### config.mk
export PLATFORM = sky130hd
export DESIGN_NAME = sobel_back
export DESIGN_NICKNAME = d
export VERILOG_FILES = /design/src/sobel_pkg.sv /design/src/sobel_back.sv
export SDC_FILE = /design/constraint.sdc
export NUM_CORES = 2
export LEC_CHECK = 0
export BUFFER_PORTS_ARGS = -buffer_cell sky130_fd_sc_hd__buf_4
export CORE_AREA = 2 2 310 312
export CTS_CLUSTER_SIZE = 28
export DETAILED_ROUTE_END_ITERATION = 12
export DIE_AREA = 0 0 312 314
export GPL_ROUTABILITY_DRIVEN = 0
export PLACE_DENSITY = 0.87
export SYNTH_ARGS = -nofsm -noshare
export SYNTH_HDL_FRONTEND = slang
export SYNTH_SLANG_ARGS = --single-unit
### constraint.sdc
create_clock -name i_clk -period 26.9 [get_ports i_clk]
set_input_delay 4.035 -clock i_clk [delete_from_list [all_inputs] [get_ports i_clk]]
set_output_delay 4.035 -clock i_clk [all_outputs]
set_load 0.1 [all_outputs]
### src/sobel_pkg.sv
// Shared types, constants and state encodings for the Sobel edge magnitude block.
`timescale 1ns / 1ps

package sobel_pkg;

    // Configuration port
    localparam int CFG_W     = 11;
    localparam int CFG_IDX_W = 1;
    localparam logic [CFG_IDX_W-1:0] REG_IMAGE_WIDTH  = 1'b0;
    localparam logic [CFG_IDX_W-1:0] REG_IMAGE_HEIGHT = 1'b1;

    // Frame geometry
    localparam int DEF_MAX_WIDTH  = 1024;
    localparam int DEF_MAX_HEIGHT = 1024;
    localparam int RESET_WIDTH    = 640;
    localparam int RESET_HEIGHT   = 480;
    localparam int MIN_DIM        = 2;

    // Input commands
    localparam logic CMD_PIXEL = 1'b0;
    localparam logic CMD_DRAIN = 1'b1;

    // Datapath widths
    localparam int CH_W    = 8;
    localparam int PIX_W   = 3 * CH_W;
    localparam int GRAD_W  = 11;
    localparam int SUMSQ_W = 21;
    localparam int ROOT_W  = 16;

    // Sums of squares at or above this give a full-scale magnitude
    localparam logic [SUMSQ_W-1:0] SAT_LIMIT      = 21'd65281;
    localparam logic [ROOT_W-1:0]  ROOT_BIT_FIRST = 16'h4000;
    localparam logic [ROOT_W-1:0]  ROOT_BIT_LAST  = 16'h0001;
    localparam logic [CH_W-1:0]    MAG_MAX        = 8'hFF;

    localparam int QUEUE_DEPTH = 2;

    // Beat payloads
    typedef struct packed {
        logic            command;
        logic [CH_W-1:0] red_in;
        logic [CH_W-1:0] green_in;
        logic [CH_W-1:0] blue_in;
    } t_pix_in;

    typedef struct packed {
        logic [CH_W-1:0] red_edge;
        logic [CH_W-1:0] green_edge;
        logic [CH_W-1:0] blue_edge;
        logic            frame_last;
    } t_pix_out;

    typedef struct packed {
        logic [CH_W-1:0] red;
        logic [CH_W-1:0] green;
        logic [CH_W-1:0] blue;
    } t_pixel;

    typedef struct packed {
        t_pixel top;
        t_pixel mid;
        t_pixel bot;
    } t_column;

    // One window handed from the front end to the back end
    typedef struct packed {
        t_column left;
        t_column center;
        t_column right;
        logic    emit_a;     // result centered on the middle column
        logic    emit_b;     // row-end result centered on the right column
        logic    frame_end;  // row-end result closes the frame
    } t_job;

    localparam int JOB_W = $bits(t_job);
    localparam int RES_W = $bits(t_pix_out);

    typedef enum logic {
        F_IDLE,
        F_WORK
    } t_front_state;

    typedef enum logic [2:0] {
        B_IDLE,
        B_GRAD,
        B_SQR,
        B_ROOT,
        B_OUT
    } t_back_state;

endpackage

### src/sobel_back.sv
// Back end: gradients, sum of squares and a digit-by-digit rounded square root.
`timescale 1ns / 1ps

module sobel_back (
    input  logic                i_clk,
    input  logic                i_rst_n,
    input  logic                i_job_empty,
    input  sobel_pkg::t_job     i_job,
    output logic                o_job_pop,
    input  logic                i_res_full,
    output logic                o_res_push,
    output sobel_pkg::t_pix_out o_res
);

    import sobel_pkg::*;

    localparam int LANES = 3;

    t_back_state r_state;
    t_back_state n_state;
    t_job        r_job;
    logic        r_phase_b;

    logic signed [GRAD_W-1:0] r_gx  [LANES];
    logic signed [GRAD_W-1:0] r_gy  [LANES];
    logic [SUMSQ_W-1:0]       r_sum [LANES];
    logic [ROOT_W-1:0]        r_rem [LANES];
    logic [ROOT_W-1:0]        r_res [LANES];
    logic [ROOT_W-1:0]        r_bit;

    t_column                    col_l;
    t_column                    col_m;
    t_column                    col_r;
    logic signed [GRAD_W-1:0]   gx_n  [LANES];
    logic signed [GRAD_W-1:0]   gy_n  [LANES];
    logic signed [2*GRAD_W-1:0] sqx   [LANES];
    logic signed [2*GRAD_W-1:0] sqy   [LANES];
    logic [SUMSQ_W-1:0]         sum_n [LANES];
    logic [ROOT_W:0]            trial [LANES];
    logic [ROOT_W-1:0]          rem_n [LANES];
    logic [ROOT_W-1:0]          res_n [LANES];
    logic [ROOT_W:0]            rounded [LANES];
    logic [CH_W-1:0]            mag   [LANES];
    logic                       go_b;

    function automatic logic [CH_W-1:0] chan(input t_pixel p, input int unsigned k);
        case (k)
            0:       chan = p.red;
            1:       chan = p.green;
            default: chan = p.blue;
        endcase
    endfunction

    function automatic logic signed [GRAD_W-1:0] widen(input logic [CH_W-1:0] v);
        widen = $signed({{(GRAD_W - CH_W){1'b0}}, v});
    endfunction

    // Select columns: the row-end result sees a zero column on its right
    always_comb begin
        col_l = r_phase_b ? r_job.center : r_job.left;
        col_m = r_phase_b ? r_job.right  : r_job.center;
        col_r = r_phase_b ? '0           : r_job.right;
    end

    // Sobel gradients per channel
    always_comb begin
        for (int k = 0; k < LANES; k++) begin
            gx_n[k] = (widen(chan(col_r.top, k)) + (widen(chan(col_r.mid, k)) <<< 1)
                       + widen(chan(col_r.bot, k)))
                    - (widen(chan(col_l.top, k)) + (widen(chan(col_l.mid, k)) <<< 1)
                       + widen(chan(col_l.bot, k)));
            gy_n[k] = (widen(chan(col_l.bot, k)) + (widen(chan(col_m.bot, k)) <<< 1)
                       + widen(chan(col_r.bot, k)))
                    - (widen(chan(col_l.top, k)) + (widen(chan(col_m.top, k)) <<< 1)
                       + widen(chan(col_r.top, k)));
        end
    end

    // Sum of squares per channel
    always_comb begin
        for (int k = 0; k < LANES; k++) begin
            sqx[k]   = r_gx[k] * r_gx[k];
            sqy[k]   = r_gy[k] * r_gy[k];
            sum_n[k] = SUMSQ_W'($unsigned(sqx[k])) + SUMSQ_W'($unsigned(sqy[k]));
        end
    end

    // One root digit per cycle
    always_comb begin
        for (int k = 0; k < LANES; k++) begin
            trial[k] = {1'b0, r_res[k]} + {1'b0, r_bit};
            if ({1'b0, r_rem[k]} >= trial[k]) begin
                rem_n[k] = r_rem[k] - trial[k][ROOT_W-1:0];
                res_n[k] = (r_res[k] >> 1) + r_bit;
            end else begin
                rem_n[k] = r_rem[k];
                res_n[k] = r_res[k] >> 1;
            end
        end
    end

    // Round to nearest and saturate
    always_comb begin
        for (int k = 0; k < LANES; k++) begin
            rounded[k] = (r_rem[k] > r_res[k]) ? {1'b0, r_res[k]} + (ROOT_W + 1)'(1)
                                               : {1'b0, r_res[k]};
            if ((r_sum[k] >= SAT_LIMIT) || (rounded[k] > (ROOT_W + 1)'(MAG_MAX))) begin
                mag[k] = MAG_MAX;
            end else begin
                mag[k] = rounded[k][CH_W-1:0];
            end
        end
    end

    assign o_res = '{red_edge: mag[0], green_edge: mag[1], blue_edge: mag[2],
                     frame_last: r_phase_b && r_job.frame_end};

    assign go_b = !r_phase_b && r_job.emit_b;

    // Next state
    always_comb begin
        n_state = r_state;
        unique case (r_state)
            B_IDLE:  if (!i_job_empty) n_state = B_GRAD;
            B_GRAD:  n_state = B_SQR;
            B_SQR:   n_state = B_ROOT;
            B_ROOT:  if (r_bit == ROOT_BIT_LAST) n_state = B_OUT;
            B_OUT:   if (!i_res_full) n_state = go_b ? B_GRAD : B_IDLE;
            default: n_state = B_IDLE;
        endcase
    end

    // State outputs
    always_comb begin
        o_job_pop  = 1'b0;
        o_res_push = 1'b0;
        unique case (r_state)
            B_IDLE:  o_job_pop  = !i_job_empty;
            B_OUT:   o_res_push = !i_res_full;
            default: ;
        endcase
    end

    // Control state
    always_ff @(posedge i_clk) begin
        if (!i_rst_n) begin
            r_state   <= B_IDLE;
            r_phase_b <= 1'b0;
        end else begin
            r_state <= n_state;
            if (o_job_pop) begin
                r_phase_b <= !i_job.emit_a;
            end else if (o_res_push && go_b) begin
                r_phase_b <= 1'b1;
            end
        end
    end

    // Datapath registers
    always_ff @(posedge i_clk) begin
        if (o_job_pop) begin
            r_job <= i_job;
        end
        case (r_state)
            B_GRAD: begin
                r_gx <= gx_n;
                r_gy <= gy_n;
            end
            B_SQR: begin
                for (int k = 0; k < LANES; k++) begin
                    r_sum[k] <= sum_n[k];
                    r_rem[k] <= sum_n[k][ROOT_W-1:0];
                    r_res[k] <= '0;
                end
                r_bit <= ROOT_BIT_FIRST;
            end
            B_ROOT: begin
                r_rem <= rem_n;
                r_res <= res_n;
                r_bit <= r_bit >> 2;
            end
            default: ;
        endcase
    end

    a_pop_starts_grad: assert property (@(posedge i_clk) disable iff (!i_rst_n)
        o_job_pop |=> (r_state == B_GRAD))
        else $error("window popped but gradient step skipped");

    a_root_length: assert property (@(posedge i_clk) disable iff (!i_rst_n)
        (r_state == B_SQR) |-> ##9 (r_state == B_OUT))
        else $error("square root did not take eight digit steps");

    a_frame_last_source: assert property (@(posedge i_clk) disable iff (!i_rst_n)
        (o_res_push && o_res.frame_last) |-> (r_phase_b && r_job.emit_b))
        else $error("frame end flagged on a result that is not a row end");

endmodule

## Yosys cells after proc, flatten, opt, wreduce, memory -nomap -nowiden

Memories as Yosys holds them, arrays and structs flattened.
Index checks and enable logic that the tools add are counted.
W data, S select, Z words.

- Add/sub/neg operators: 45
- Multipliers: 6
- $lt $le $gt $ge: 12
- Equal/unequal tests: 11
- Muxes and demuxes: 29
- Reductions and logical operators: 17

Operators with widths:

| cell | count |
|---|---|
| $mux W72 | 3 |
| $pmux W48 S2 | 2 |
| $add A10 B8 Y11 | 12 |
| $mul A11 B11 Y21 | 6 |
| $add A8 B9 Y10 | 12 |
| $mux W16 | 6 |
| $sub A11 B11 Y11 | 6 |
| $add A21 B21 Y21 | 3 |
| $ge A21 B16 Y1 const B | 3 |
| $add A16 B1 Y17 const B | 3 |
| $add A16 B16 Y17 | 3 |
| $ge A16 B17 Y1 | 3 |
| $gt A17 B8 Y1 const B | 3 |
| $mux W17 | 3 |
| $add A15 B16 Y16 | 3 |
| $gt A16 B16 Y1 | 3 |
| $sub A16 B16 Y16 | 3 |
| $pmux W16 S2 | 1 |
| $mux W8 | 3 |
| $eq A16 B1 Y1 const B | 1 |
| $pmux W3 S5 | 1 |
| $ne A2 B2 Y1 const B | 6 |
| $mux W3 | 3 |
| $mux W1 | 7 |
| other kinds (10) | 21 |

- Flip-flop bits (word level): 400
- Memory bits (writable): 63
- Bits of input ports: 223
- Memories: 1

Memories:

| memory | words | bits a word | read ports | clocked after Yosys merged registers in | wr ports | RTL line | text |
|---|---|---|---|---|---|---|---|
| r_sum | 3 | 21 | 3 | 0 | 3 | sobel_back.sv:26 | `logic [SUMSQ_W-1:0] r_sum [LANES];` |

## Depth between registers and ports, before layout

- Depth in word-level cells: 5
- Depth in mapped cells: 25

## Least setup slack after synthesis

No wires, ideal clock.

- Path type: input to output
- Start: input i_job_empty
- End: output o_job_pop
- Arrival: 27.334 ns
- Required time: 22.865 ns
- Path slack: -4.469 ns
- Stages: 1
- Buffers on the path: 0
- Cell sequence: nor4_1

- Cells in the longest elaborated chain, start to end: 2

Ends and longest elaborated chain:

| element | RTL line | text |
|---|---|---|
| start, declared | sobel_back.sv:7 | `input logic i_job_empty,` |
| $logic_not A1 Y1 | sobel_back.sv:138 | `B_IDLE: o_job_pop = !i_job_empty;` |
| $mux W1 | sobel_back.sv:137 | `unique case (r_state)` |
| end, declared | sobel_back.sv:9 | `output logic o_job_pop,` |

Every way passes these cells.

## Final worst setup path

Ends and elaborated chain as after synthesis.

==> metrics.cfg <==
[place]
dpl.hpwl_mm=94.5
numPortBuffers=249

[synthesis]
async_flop_share_pct=0
seq_area_frac_synth_pct=25.0
synth.area.top_cells=fa_1, edfxtp_1, ha_1, inv_1, xnor2_1
synth.distinct_cells=77
synth_edf_count=451
avgSynthCellArea_sq_um=10.6
syn_nets=6720
netlist_area_sq_um=54600
ys_ff_latch=455
synth_top_flop_cell=edfxtp_1
yosys.area.top_type_share_pct=31.6
synth_largest_area_cell=fa_1
synthCells=5168
yosysWarnings=0

[critical_path]
critPathKind=input port to primary output
required_ps=22860
endpoint_kind=primary output
cp-start-kind=input port
path_max_fanout=26
cp.arrival_ps=5090

[final_layout]
drive_gt1_share_pct=8.82
final_common_cell=inv_1
final_cell_mix=inv_1, fa_1, ha_1
area_delta_synth_final_pct=9.06
nets=6906

[timing]
slew_headroom_pct=24.8
finalHoldViolCount=0
tightest_slew_ps=1120
period_needed_ps=9120
tns_ps=0
final-max-slew-violation-count=0
fin_crit_sh_pct=33.9
skew_ps=42.0
grt_setup_unrepaired=false
finalSetupViolCount=0
max_freq_mhz=110

[clock_network]
cts_max_level=2
clk_pin_slew_ps=50
clockBufferDepth=3
cts_hold_buf=0
cts_tree=yes
cts_buffers=52
cts-root-buf=clkbuf_16
postCtsSetupBuffers=0
clock_sinks=455
insertion_delay_ps=650
cts_resized=0

[grt]
globalRouteTotalUtil_pct=24.6
grt_max_degree=152
grt_antenna_before_repair=1
grt-ovfl-total=0
grt_pass1_wl_mm=195
first_global_vias=39800

[route]
firstDrtPassIters=7
ant_nets=0
drc_errors=0
wl_per_cell_um=17.4
routed-via-count=36300
drt_iter0_drc=2322
drt-vias-per-instance=5.45
drt-total-wl_mm=116

[die]
core_sq_um=94400
chipHeight_um=314
dieArea_sq_um=98000
fp.dieW_um=312
rows=113
ios=250
start_util_pct=57.8

[worst_hold_path]
hold_class=flip-flop to flip-flop

[job]
max-cap-violations=0

[run_status]
outcome=finished clean

[worst paths after layout]
check | cells past startpoint | end | start | slack (ps)
min | 2 | r_phase_b | r_job[1] | 540
max | 4 | o_job_pop | i_job_empty | 17780
max reg2reg | 22 | r_sum[0][62] | r_gy[10] | 19320
min reg2reg | 2 | r_phase_b | r_job[1] | 540
[through the flow]
step | area, sq um | hold WS, ps | cells | utilization (%) | worst slack, ps
after detailed placement | 57700 | 522 | 6565 | 61.1 | 17760
after floorplan | 54600 | 500 | 5168 | - | 5620
after global placement | 57700 | 535 | 6565 | 61.1 | 17780
final | 59500 | 541 | 6663 | 63.0 | 17780
after CTS | 59500 | 549 | 6662 | 63.0 | 17760
after global routing | 59500 | 600 | 6663 | 63.0 | 17740
[metal layers]
metal | track usage (%) | vias to the layer above | wire length [um]
met3 | 3.29 | 285 | 7160
li1 | - | 16700 | -
met5 | 0 | - | 0
met2 | 43.1 | 1276 | 58800
met4 | 8.97 | 0 | 4260
met1 | 31.3 | 18000 | 45900
[cells by family after synthesis]
| kind of cell | share of synthesized area (%) |
|---|---|
| fa+ha+maj | 42.3 |
| compound gates | 6.36 |
| mux | 2.75 |
| simple gates | 9.59 |
| xor+xnor | 4.54 |
| buf+inv | 9.51 |
| flops | 25.0 |
[critical path, cell delays in order]
cell,delay (ps)
buf_4,120
nor4_4,110
buf_4,370
buf_4,390
[flip-flops by register name (all words and copies together) (netlist names)]
signal     flops
r_job        218
r_sum         63
r_rem         48
r_res         48
r_gx          33
r_gy          33
r_bit          8
r_state        3
r_phase_b      1
[cell usage after synthesis, types with 39 or more instances]
master,count
a211oi_1,48
a21o_1,53
a21oi_1,125
a31oi_1,46
and2_1,145
clkbuf_1,121
edfxtp_1,451
fa_1,861
ha_1,468
inv_1,1238
mux2_2,81
mux2i_1,59
nand2_1,360
nand2b_1,51
nand3_1,45
nand4_1,39
nor2_1,166
nor2b_1,117
nor3_1,45
o21ai_0,108
xnor2_1,217
xor2_1,66
[cell type report]
cell class,count,area [sq um]
multi-input cells,3335,35800
clock buffers,56,1320
inverters,1245,4670
well taps,1265,1580
flip-flops and latches,455,13600
diodes,1,2.50
repair buffers,265,2000
clock inverters,41,531
fillers,7074,34900
Power is left out: the tool's default activity adds up to more than one toggle a clock period on the data nets, which glitch-free logic cannot reach.
