`config.mk`:
```
export PLATFORM = sky130hd
export DESIGN_NAME = sobel_queue
export DESIGN_NICKNAME = d
export VERILOG_FILES = /design/src/sobel_pkg.sv /design/src/sobel_queue.sv
export SDC_FILE = /design/constraint.sdc
export NUM_CORES = 1
export LEC_CHECK = 0
export ABC_CLOCK_PERIOD_IN_PS = 5900
export BUFFER_PORTS_ARGS = -buffer_cell sky130_fd_sc_hd__buf_4
export CAP_MARGIN = 5
export CORE_MARGIN = 4
export CORE_UTILIZATION = 47
export DETAILED_ROUTE_END_ITERATION = 10
export PLACE_DENSITY = 0.75
export SLEW_MARGIN = 20
export SYNTH_ARGS = -nofsm -noshare
export SYNTH_HDL_FRONTEND = slang
export SYNTH_SLANG_ARGS = --single-unit
```
`constraint.sdc`:
```
create_clock -name i_clk -period 5.9 [get_ports i_clk]
set_clock_uncertainty 0.15 [all_clocks]
set_input_delay 0.59 -clock i_clk [delete_from_list [all_inputs] [get_ports i_clk]]
set_output_delay 0.59 -clock i_clk [all_outputs]
set_load 0.1 [all_outputs]
```
`src/sobel_pkg.sv`:
```
// Shared types, constants and state encodings for the Sobel edge magnitude block.
`timescale 1ns / 1ps

package sobel_pkg;

    // Configuration port
    localparam int CFG_W     = 11;
    localparam int CFG_IDX_W = 1;
    localparam logic [CFG_IDX_W-1:0] REG_IMAGE_WIDTH  = 1'b0;
    localparam logic [CFG_IDX_W-1:0] REG_IMAGE_HEIGHT = 1'b1;

    // Frame geometry
    localparam int DEF_MAX_WIDTH  = 1024;
    localparam int DEF_MAX_HEIGHT = 1024;
    localparam int RESET_WIDTH    = 640;
    localparam int RESET_HEIGHT   = 480;
    localparam int MIN_DIM        = 2;

    // Input commands
    localparam logic CMD_PIXEL = 1'b0;
    localparam logic CMD_DRAIN = 1'b1;

    // Datapath widths
    localparam int CH_W    = 8;
    localparam int PIX_W   = 3 * CH_W;
    localparam int GRAD_W  = 11;
    localparam int SUMSQ_W = 21;
    localparam int ROOT_W  = 16;

    // Sums of squares at or above this give a full-scale magnitude
    localparam logic [SUMSQ_W-1:0] SAT_LIMIT      = 21'd65281;
    localparam logic [ROOT_W-1:0]  ROOT_BIT_FIRST = 16'h4000;
    localparam logic [ROOT_W-1:0]  ROOT_BIT_LAST  = 16'h0001;
    localparam logic [CH_W-1:0]    MAG_MAX        = 8'hFF;

    localparam int QUEUE_DEPTH = 2;

    // Beat payloads
    typedef struct packed {
        logic            command;
        logic [CH_W-1:0] red_in;
        logic [CH_W-1:0] green_in;
        logic [CH_W-1:0] blue_in;
    } t_pix_in;

    typedef struct packed {
        logic [CH_W-1:0] red_edge;
        logic [CH_W-1:0] green_edge;
        logic [CH_W-1:0] blue_edge;
        logic            frame_last;
    } t_pix_out;

    typedef struct packed {
        logic [CH_W-1:0] red;
        logic [CH_W-1:0] green;
        logic [CH_W-1:0] blue;
    } t_pixel;

    typedef struct packed {
        t_pixel top;
        t_pixel mid;
        t_pixel bot;
    } t_column;

    // One window handed from the front end to the back end
    typedef struct packed {
        t_column left;
        t_column center;
        t_column right;
        logic    emit_a;     // result centered on the middle column
        logic    emit_b;     // row-end result centered on the right column
        logic    frame_end;  // row-end result closes the frame
    } t_job;

    localparam int JOB_W = $bits(t_job);
    localparam int RES_W = $bits(t_pix_out);

    typedef enum logic {
        F_IDLE,
        F_WORK
    } t_front_state;

    typedef enum logic [2:0] {
        B_IDLE,
        B_GRAD,
        B_SQR,
        B_ROOT,
        B_OUT
    } t_back_state;

endpackage

```
`src/sobel_queue.sv`:
```
// Small register-based FIFO used between the front end, back end and result port.
`timescale 1ns / 1ps

module sobel_queue #(
    parameter int WIDTH = sobel_pkg::JOB_W,
    parameter int DEPTH = sobel_pkg::QUEUE_DEPTH,
    localparam int PW   = (DEPTH > 1) ? $clog2(DEPTH) : 1,
    localparam int CNTW = $clog2(DEPTH + 1)
) (
    input  logic             i_clk,
    input  logic             i_rst_n,
    input  logic             i_push,
    input  logic [WIDTH-1:0] i_data,
    output logic             o_full,
    input  logic             i_pop,
    output logic [WIDTH-1:0] o_data,
    output logic             o_empty
);

    logic [WIDTH-1:0] r_data [DEPTH];
    logic [PW-1:0]    r_wr_ptr;
    logic [PW-1:0]    r_rd_ptr;
    logic [CNTW-1:0]  r_count;
    logic             do_push;
    logic             do_pop;

    function automatic logic [PW-1:0] ptr_next(input logic [PW-1:0] ptr);
        ptr_next = (ptr == PW'(DEPTH - 1)) ? '0 : ptr + PW'(1);
    endfunction

    assign o_full  = (r_count == CNTW'(DEPTH));
    assign o_empty = (r_count == '0);
    assign do_push = i_push && !o_full;
    assign do_pop  = i_pop && !o_empty;
    assign o_data  = r_data[r_rd_ptr];

    // Advance pointers and occupancy
    always_ff @(posedge i_clk) begin
        if (!i_rst_n) begin
            r_wr_ptr <= '0;
            r_rd_ptr <= '0;
            r_count  <= '0;
        end else begin
            if (do_push) begin
                r_wr_ptr <= ptr_next(r_wr_ptr);
            end
            if (do_pop) begin
                r_rd_ptr <= ptr_next(r_rd_ptr);
            end
            case ({do_push, do_pop})
                2'b10:   r_count <= r_count + CNTW'(1);
                2'b01:   r_count <= r_count - CNTW'(1);
                default: r_count <= r_count;
            endcase
        end
    end

    // Store the incoming beat
    always_ff @(posedge i_clk) begin
        if (do_push) begin
            r_data[r_wr_ptr] <= i_data;
        end
    end

endmodule

```
**Yosys cells after proc, flatten, opt, wreduce, memory -nomap -nowiden**

Memories as Yosys holds them, arrays and structs flattened. A register that Yosys moved wholly into a read port is not among the register bits.
Index checks and enable logic that the tools add are counted.

- RAM bits: 438
- Register bits: 4
- Memories kept: 1
- Word-level logic and storage cells: 24
- Bits of input ports: 223
- Output and inout port bits: 221

- Reduce and logical (&&, ||, !) cells: 6
- Muxes and demuxes: 7
- Equality and inequality tests: 3
- Add/sub/neg operators: 4

Memories:

| memory | words | bits a word | rd ports | clocked after memory_dff | wr ports | line | text |
|---|---|---|---|---|---|---|---|
| r_data | 2 | 219 | 1 | 1 | 1 | sobel_queue.sv:20 | `logic [WIDTH-1:0] r_data [DEPTH];` |

Operators by type and width:

| cell | count |
|---|---|
| 1-bit two-way mux | 6 |
| 2-bit equality test (second input constant) | 2 |
| 2-bit one-hot mux with 2 select lines | 1 |
| 1-bit adder (second input constant) | 2 |
| 2-bit by 1-bit adder with 2-bit output (second input constant) | 1 |
| 2-bit by 1-bit equality test with 1-bit output (second input constant) | 1 |
| 1-bit logical AND | 2 |
| 1-bit zero test | 2 |
| 2-bit zero test | 1 |
| 2-bit nonzero test | 1 |
| 2-bit by 1-bit subtractor with 2-bit output (second input constant) | 1 |

**Longest topological paths before layout**

Gate-level depths: netlist of run 1.

- Depth in word-level cells: 5
- Gate-level depth with buffers: 6
- Mapped depth without buffers: 6

**Least setup slack after synthesis of run 1**

No wires, ideal clock.

- Path type: input to register
- Start point: in i_push
- End point: mem r_data[1][0] in the netlist's numbering (enable)
- Stages: 1
- Data required time: 5,142 ps
- Data arrival time: 5,637 ps
- Setup slack: -495 ps
- Path buffers: 0
- Library setup time: 608 ps
- Path through: and3_1

- Word-level cells in the longest chain between the ends: 3

Ends and longest elaborated chain:

| what | line | text |
|---|---|---|
| start: declaration | sobel_queue.sv:12 | `input logic i_push,` |
| 1-bit logical AND | sobel_queue.sv:33 | `assign do_push = i_push && !o_full;` |
| 1-bit two-way mux | sobel_queue.sv:60 | `if (do_push) begin` |
| 1-bit two-way mux (not written as such) | sobel_queue.sv:61 | `r_data[r_wr_ptr] <= i_data;` |
| end: declaration | sobel_queue.sv:20 |  |

Every way passes these cells.

==> results_dict.tcl, run 1 <==
set metrics [dict create \
    setup_slack_ps 2270 \
    drc_errors 0 \
    min_from "i_data[89]" \
    dp_slack_ps 2790 \
    worstPathMaxFanout 77 \
    grt_pass1_wl_um 48800 \
    layoutNonFillerInstCount 1664 \
    synth_warnings 0 \
    drive_gt1_frac 0.608 \
    cts_sinks 443 \
    status "finished clean" \
    coreArea_mm2 0.0335 \
    finish.utilization 0.635 \
    endpoint_kind "primary output" \
    rsz0062_at_grt "no" \
    area_growth_syn_to_layout_pct 33.3 \
    seq_area_mm2 0.0133 \
    maxCapViolCount 0 \
    antenna_found_initial 4 \
    initial_core_util 0.476 \
    gr-total-overflow 0 \
    cts-root-buf "clkbuf_16" \
    first_pass_iters 4 \
    postSynthAreaPerCell_um2 22.6 \
    min_path_cells 1 \
    worst-endpoint-arrival_ps 2890 \
    fin_nets 1403 \
    ios 444 \
    cts_hold_buf 0 \
    hold_path_class "input pin to register" \
    reg2reg_to "r_data[1][12]$_DFFE_PP_" \
    post_cts_resized 0 \
    synth_area_mm2 0.0160 \
    ys_ff_latch 443 \
    tightest_slew_ps 1090 \
    hpwl_um 22500 \
    gp_routability_congestion 0.789 \
    period_needed_ps 3630 \
    grt_pass1_vias 8567 \
    cts_inserted_buffers 45 \
    reg2reg_from "r_count[0]$_SDFFE_PN0P_" \
    rows 67 \
    viasPerCell 4.91 \
    syn-num-nets 931 \
    post_cts_buffers 0 \
    fmax_mhz 275 \
    slew_headroom 0.271 \
    critPathKind "register to primary output" \
    h-tree-depth 2 \
    cp_data_required_time_ps 5160 \
    wirelength_um 33800 \
    track_usage 0.173 \
    cts_tree "yes" \
    hold_viol_final 0 \
    worst-r2r-setup-slack_ps 3220 \
    die-area_mm2 0.0370 \
    dp.cells 1580 \
    holdPathEnd "r_data[0][89]$_DFFE_PP_" \
    period_share 0.616 \
    n_fill_cell 2303 \
    ys_types 18 \
    report.final.slew_viol_count 0 \
    first_iter_violations 377 \
    clk_latency_ps 540 \
    dr_total_vias 8168 \
    clockBufferDepth 3 \
    die_y_um 192 \
    reg2regPathDepth 3 \
    finalSetupViolCount 0 \
    synthCells 707 \
    die_width_um 192 \
    grt_max_degree 113 \
    drtAntennaViolNets 0 \
    fin_tns_setup_ps 0 \
    ys_seq_area_frac 0.830 \
    multi_input_area_mm2 0.00260 \
    io_buffer_count 443 \
    path_clk_slew_ps 60 \
    worst_setup_path_start_kind "register" \
    wl_per_cell_um 20.3 \
]
==> placed cells by master, fill, tap and decap left out, drive strengths merged <==
| cell | n |
|---|---|
| a21boi | 2 |
| or3 | 2 |
| mux2 | 219 |
| and2 | 1 |
| nor2 | 1 |
| buf | 449 |
| bufinv | 4 |
| clkinv | 18 |
| clkinvlp | 3 |
| nand2 | 1 |
| o21ai | 2 |
| and3 | 1 |
| clkbuf | 56 |
| nand2b | 1 |
| nor2b | 2 |
| o21a | 1 |
| edfxtp | 438 |
| inv | 3 |
| dfxtp | 5 |
| diode | 3 |
| ha | 1 |
| xnor2 | 3 |
==> registers in the layout, summed over array words and instances (netlist names), named ones only <==
register / count
r_data: 438
r_count: 2
r_rd_ptr: 1
r_wr_ptr: 1
==> cell families (layout without fill, tap and decap cells) <==
group,count (synthesis),count (layout),share of synthesized area
DFF,443,443,0.830
muxes,219,219,0.154
buffers and inverters,27,533,0.00822
and+or+nand+nor,9,9,0.00337
AOI/OAI and AO/OA,5,5,0.00204
xor gates and xnor gates,3,3,0.00165
adders and majority gates,1,1,0.000783
other,0,3,0
==> critical path, stage by stage (launching register included) <==
cell and delay, ps:
dfxtp_4 1020, buf_4 570, mux2_2 400, buf_4 240
==> how the worst max path moves through the flow <==
stage	start	end	slack, ps
after floorplan	r_count[0]$_SDFFE_PN0P_	r_data[0][0]$_DFFE_PP_	980
after global placement	register	o_data[3]	2820
after detailed placement	register	o_data[11]	2790
after CTS	register	o_data[11]	2210
after global routing	register	o_data[3]	2140
final	register	o_data[13]	2270
==> metal layers <==
| metal | vias to the layer above | wire length, um | GRT usage |
|---|---|---|---|
| met1 | 4018 | 12500 | 0.203 |
| li1 | 3773 | - | - |
| met3 | 65 | 2740 | 0.0573 |
| met5 | - | 20 | 0 |
| met2 | 310 | 17500 | 0.296 |
| met4 | 2 | 1030 | 0.0694 |
==> final cells by class <==
cell class	instances	share of cell area
Clock buffer	56	0.0568
Clock inverter	25	0.0109
Antenna cell	3	0.000352
Timing Repair Buffer	449	0.161
Tap cell	448	0.0263
Sequential cell	443	0.622
Multi-Input combinational cell	237	0.122
Inverter	3	0.000705
==> cells in the mapped netlist (all sizes together) <==
library cell  number  area share
a21boi             2     0.00094
and3               1     0.00039
nand2              1     0.00023
o21a               1     0.00047
o21ai              2     0.00063
dfxtp              5      0.0063
xnor2              3      0.0016
or3                2     0.00078
nand2b             1     0.00055
edfxtp           438        0.82
nor2               1     0.00023
buf               24      0.0075
mux2             219        0.15
ha                 1     0.00078
inv                3     0.00070
and2               1     0.00039
nor2b              2     0.00078
==> stage by stage <==
step	hold WS [ps]	cell area, um2
final	81.9	21300
after global routing	49.5	21300
after CTS	54.4	21300
after detailed placement	344	19800
after global placement	323	19800
after floorplan	307	16000
Power of run 1 is left out: the tool's default activity adds up to more than one toggle a clock period on the data nets, which glitch-free logic cannot reach.
==> inputs of run 2 (changes only) <==
ABC_AREA = 1   (was default)
ABC_CLOCK_PERIOD_IN_PS = 3700   (was 5900)
CORE_UTILIZATION = 50   (was 47)
PLACE_DENSITY = 0.76   (was 0.75)
clock period = 3.7 ns   (was 5.9 ns; I/O delays follow)
==> run 2 against run 1 <==
Die area down 4.6%. Flip-flop and latch count unchanged. Area after synthesis up 1.3%. Routed wire length up 19%. First-iteration DRC count up 17%. Design area up 9.9%. Via count up 16%.
==> results_dict.tcl, run 2 <==
set metrics [dict create \
    switching_share 0.410 \
    cts_sinks 443 \
    ios 444 \
    viasPerCell 5.13 \
    path_clk_slew_ps 60 \
    synth_largest_area_cell "edfxtp_1" \
    postSynthAreaPerCell_um2 22.5 \
    ys_seq_area_frac 0.819 \
    period_needed_ps 2520 \
    synthFlopType "edfxtp_1" \
    min_path_cells 5 \
    reg2regPathDepth 6 \
    area_growth_syn_to_layout_pct 44.6 \
    tightest_slew_ps 678 \
    regMostFlops "r_data" \
    p_switching_mw 6.94 \
    power.internal_mw 10.0 \
    antenna_found_initial 3 \
    pwr-share-clk 0.240 \
    drtAntennaViolNets 0 \
    worst-endpoint-arrival_ps 2000 \
    die_y_um 188 \
    post_cts_buffers 0 \
    n_fill_cell 1760 \
    first_iter_violations 442 \
    fin_tns_setup_ps 0 \
    gp_routability_congestion 0.771 \
    synth-edff-count 438 \
    endpoint_kind "primary output" \
    dr_total_vias 9493 \
    critPathSlowestCell "mux2_2" \
    clk_latency_ps 510 \
    worst_setup_path_start_kind "register" \
    largestRegisters "r_data (438), r_count (2)" \
    slowest_delay_ps 420 \
    yosysMostFrequentCell "edfxtp_1" \
    coreArea_mm2 0.0317 \
    power.density_mw_per_mm2 724 \
    met3WireLength_um 2680 \
    synthCells 721 \
    critPathKind "register to primary output" \
    layout_common_cells "buf_4 (443), edfxtp_1 (438), dlygate4sd3_1 (221)" \
    hold_viol_final 0 \
    finalSetupViolCount 0 \
    wl_met1_um 14200 \
    setup_slack_ps 1180 \
    maxCapViolCount 0 \
    die-area_mm2 0.0353 \
    wirelength_um 40100 \
    track_usage 0.219 \
    first_pass_iters 4 \
    drc_errors 0 \
    fmax_mhz 396 \
    ys_ff_latch 443 \
    wl_met2_um 21700 \
    cp_num_buf_inv 2 \
    grt_pass1_wl_um 60400 \
    syn-num-nets 945 \
    p_leak_nw 8.78 \
    ys_types 13 \
    hold_path_class "input pin to register" \
    cts_inserted_buffers 44 \
    grt_max_degree 113 \
    io_buffer_count 443 \
    worstPathMaxFanout 71 \
    async_reset_ff_frac 0 \
    synthTopCellsByArea "edfxtp_1 (81%), mux2_2 (15%), clkbuf_8 (1.8%)" \
    p_seq_frac 0.371 \
    holdPathEnd "r_wr_ptr$_SDFFE_PN0P_" \
    post_cts_resized 0 \
    cp_data_required_time_ps 3180 \
    grt_pass1_vias 10597 \
    rows 65 \
    reg2reg_to "r_data[0][207]$_DFFE_PP_" \
    slew_headroom 0.548 \
    fin_nets 1639 \
    period_share 0.682 \
    drive_gt1_frac 0.507 \
    report.final.slew_viol_count 0 \
    ir_worst_vdd_uv 612 \
    final_common_cell "buf_4" \
    highest_layer "met4" \
    h-tree-depth 2 \
    gr-total-overflow 0 \
    wl_per_cell_um 21.7 \
    synth_warnings 0 \
    crit_family "buffers and inverters" \
    die_width_um 188 \
    worst-r2r-setup-slack_ps 1760 \
    path_cells "buf_12 > mux2_2 > buf_4" \
    cts-root-buf "clkbuf_16" \
    min_from "i_push" \
    cts_tree "yes" \
    clockBufferDepth 3 \
    hpwl_um 23100 \
    status "finished clean" \
    synth_area_mm2 0.0162 \
    dp_slack_ps 1670 \
    rsz0062_at_grt "no" \
    initial_core_util 0.510 \
    reg2reg_from "r_count[1]$_SDFFE_PN0P_" \
    ys_top_cells_by_count "edfxtp_1 (438), mux2_2 (219), clkbuf_8 (21), nor2_1 (13), inv_1 (9)" \
    comb_power_share 0.389 \
    largest_register_ffs 438 \
    synth_top_area_share 0.812 \
]
[run 2: cell types whose count changed after synthesis, sizes merged, moves of 2 or more]
cell / change
inv: +6
nor2b: -2
clkbuf: +21
nand2: +7
xnor2: -3
nor2: +12
a21boi: -2
or3: -2
buf: -21
[run 2: stage by stage]
step            util  total power [mW]  hold slack (ps)  instance area [um2]  cells
6_report       0.738              16.9              147                23400   1852
5_1_grt        0.738              17.4              153                23400   1852
4_1_cts        0.738              17.0              125                23400   1849
3_5_place_dp   0.627              12.7              355                19900   1550
3_3_place_gp   0.627              12.7              322                19900   1550
2_1_floorplan      -              11.6              302                16200    721
[run 2: worst max-delay path by stage]
stage / from / endpoint / slack (ps) / cells past startpoint
2_1_floorplan: r_count[1]$_SDFFE_PN0P_ / r_data[1][0]$_DFFE_PP_ / -1160 / 5
3_3_place_gp: i_push / r_data[0][71]$_DFFE_PP_ / 1690 / 6
3_5_place_dp: i_push / r_data[0][168]$_DFFE_PP_ / 1670 / 6
4_1_cts: register / o_data[67] / 1170 / 3
5_1_grt: register / o_data[191] / 1120 / 3
6_report: register / o_data[196] / 1180 / 3
[run 2: layout make-up]
class	count	area [um2]	share of cell area
Tap cell	402	503	0.0215
Sequential cell	443	13300	0.567
Inverter	9	37.5	0.00160
Antenna cell	3	7.51	0.000321
Timing Repair Buffer	672	5700	0.244
Clock buffer	60	1180	0.0505
Clock inverter	18	109	0.00465
Multi-Input combinational cell	245	2600	0.111
[run 2: cell families after synthesis]
kind of cell / synth area share
adder cells (fa/ha/maj): 0.000773
AO/OA/AOI/OAI: 0.000618
flip-flops: 0.819
AND/OR/NAND/NOR: 0.00557
buffers and inverters: 0.0220
multiplexers: 0.152
[run 2: worst reg2reg max path, cell delays in order (launching register included)]
cell     delay [ps]
dfxtp_2         330
inv_2            70
nor2_4           50
nor2_4          100
inv_1           100
nor2_4          180
buf_12          490
[run 2: repair_timing]
item / CTS / global route
endpoints found under the hold margin: 443 / 0
hold buffers: 221 / 0
endpoints found under the setup margin: 0 / 0
[run 2: routing by layer]
layer,track usage,up-vias
li1,-,4243
met1,0.238,4762
met3,0.0573,92
met4,0.0768,0
met5,0,-
met2,0.412,396
[run 2: power groups by stage]
stage	clock, mW	sequential, mW	combinational (mW)
after global routing	4.36	6.32	6.77
after detailed placement	0	6.37	6.37
after floorplan	0	6.38	5.19
final	4.07	6.28	6.60
after CTS	4.10	6.26	6.58
after global placement	0	6.33	6.35
Power figures use the tool's default switching activity.
==> inputs of run 3 (changes only) <==
ABC_CLOCK_PERIOD_IN_PS = 2300   (was 3700)
CORE_UTILIZATION = 47   (was 50)
PLACE_DENSITY = 0.75   (was 0.76)
clock period = 2.3 ns   (was 3.7 ns; I/O delays follow)
==> run 3 against run 2 <==
The run now ends with negative setup slack left. Global-route usage increased by 0.52 points. Core utilization increased by 1.4 points. Critical path depth rose by 1. Cell count increased by 4.5%. Non-clock buffer count increased by 36. Register-to-register slack worse by 1300 ps. Sequential share of layout area is 4.4 points lower. Design area rose by 8.5%. Largest cell class unchanged. Total power is 77% higher.
==> results_dict.tcl, run 3 (synthesis gave the netlist of run 2 again) <==
set metrics [dict create \
    wl_per_cell_um 24.0 \
    die-area_mm2 0.0375 \
    first_iter_violations 611 \
    hpwl_um 24600 \
    fin_tns_setup_ps -1650 \
    pwr-share-clk 0.252 \
    largest_register_ffs 438 \
    hold_viol_final 0 \
    worstPathMaxFanout 17 \
    reg2reg_from "r_count[1]$_SDFFE_PN0P_" \
    path_clk_slew_ps 70 \
    antenna_found_initial 2 \
    path_cells "buf_12 > bufbuf_16 > mux2_2 > buf_6" \
    cts_tree "yes" \
    dr_total_vias 9839 \
    status "complete, but fails checks" \
    tightest_slew_ps 356 \
    slowest_delay_ps 390 \
    critPathSlowestCell "dfxtp_4" \
    cp_data_required_time_ps 1920 \
    initial_core_util 0.479 \
    grt_pass1_vias 10859 \
    drc_errors 0 \
    p_total_mw 29.9 \
    report.final.slew_viol_count 0 \
    final_common_cell "edfxtp_1" \
    layout_common_cells "edfxtp_1 (438), buf_4 (333), dlygate4sd3_1 (222)" \
    drtAntennaViolNets 0 \
    viasPerCell 5.08 \
    setup_slack_ps -57.2 \
    gr-total-overflow 0 \
    io_buffer_count 443 \
    wirelength_um 46500 \
    die_width_um 194 \
    cts_sinks 443 \
    die_y_um 194 \
    period_needed_ps 2360 \
    ios 444 \
    gp_routability_congestion 0.790 \
    ir_worst_vdd_uv 936 \
    hold_path_class "input pin to register" \
    slew_headroom 0.762 \
    power.internal_mw 18.1 \
    area_growth_syn_to_layout_pct 56.8 \
    drive_gt1_frac 0.528 \
    endpoint_kind "primary output" \
    worst-endpoint-arrival_ps 1980 \
    cts_inserted_buffers 45 \
    clk_latency_ps 540 \
    fin_nets 1676 \
    p_switching_mw 11.9 \
    coreArea_mm2 0.0338 \
    min_from "i_data[159]" \
    violations "negative setup slack" \
    period_share 1.02 \
    rows 67 \
    track_usage 0.224 \
    rsz0062_at_grt "yes" \
    p_seq_frac 0.339 \
    maxCapViolCount 0 \
    h-tree-depth 2 \
    p_leak_nw 9.68 \
    power.density_mw_per_mm2 1180 \
    comb_power_share 0.410 \
    regMostFlops "r_data" \
    cts-root-buf "clkbuf_16" \
    grt_pass1_wl_um 65700 \
    switching_share 0.396 \
    first_pass_iters 5 \
    finalSetupViolCount 84 \
    largestRegisters "r_data (438), r_count (2)" \
    grt_max_degree 56 \
    worst_setup_path_start_kind "register" \
    critPathKind "register to primary output" \
    clockBufferDepth 3 \
    fmax_mhz 424 \
]
-- run 3: per-stage QoR --
| stage | area, um2 | setup slack (ps) | utilization | cells | hold WS (ps) |
|---|---|---|---|---|---|
| after global placement | 20200 | 446 | 0.598 | 1616 | 265 |
| after detailed placement | 20200 | 439 | 0.598 | 1616 | 268 |
| final | 25400 | -57.2 | 0.752 | 1935 | 255 |
| after CTS | 24600 | -74.2 | 0.727 | 1926 | 234 |
| after global routing | 25400 | -96.5 | 0.752 | 1935 | 250 |
| after floorplan | 16200 | -2560 | - | 721 | 179 |
-- run 3: layer usage --
| layer | part of all wire | up-vias | routed length, um | GRT usage |
|---|---|---|---|---|
| li1 | - | 4318 | - | - |
| met3 | 0.065 | 90 | 3030 | 0.0492 |
| met4 | 0.031 | 0 | 1420 | 0.0669 |
| met1 | 0.36 | 4959 | 16800 | 0.264 |
| met5 | 0 | - | 0 | 0 |
| met2 | 0.54 | 472 | 25200 | 0.412 |
-- run 3: power groups by stage --
stage	Combinational [mW]	Clock (mW)	Sequential, mW
CTS	11.4	7.57	10.1
global placement	10.4	0	10.2
floorplan	8.35	0	10.3
detailed placement	10.4	0	10.2
finish	12.3	7.54	10.1
global route	12.5	8.01	10.2
-- run 3: worst paths after layout --
path	to	slack (ps)	cells past startpoint
worst max register to register	r_data[0][34]$_DFFE_PP_	420	7
worst min-delay path	r_data[0][159]$_DFFE_PP_	260	2
worst max-delay path	o_data[140]	-60	4
worst min register to register	register	360	2
-- run 3: repair_timing --
action                                  4_1_cts  5_1_grt
resized for setup                           120      164
endpoints found under the setup margin      191      203
setup buffers                                 4        0
gates cloned                                  4        7
hold buffers                                222        0
hold endpoints to repair                    443        0
-- run 3: worst max-delay path, delay by kind of cell, from the launching register on --
family	cells	cell delay, ps
multiplexers	1	370
flip-flops	1	390
buffers and inverters	3	670
-- run 3: area by class of cell --
class,instances,area (um2)
Multi-Input combinational cell,245,2790
Tap cell,448,561
Clock buffer,47,1130
Antenna cell,2,5.00
Fill cell,1761,8390
Inverter,9,37.5
Timing Repair Buffer,708,7230
Sequential cell,443,13300
Clock inverter,33,374
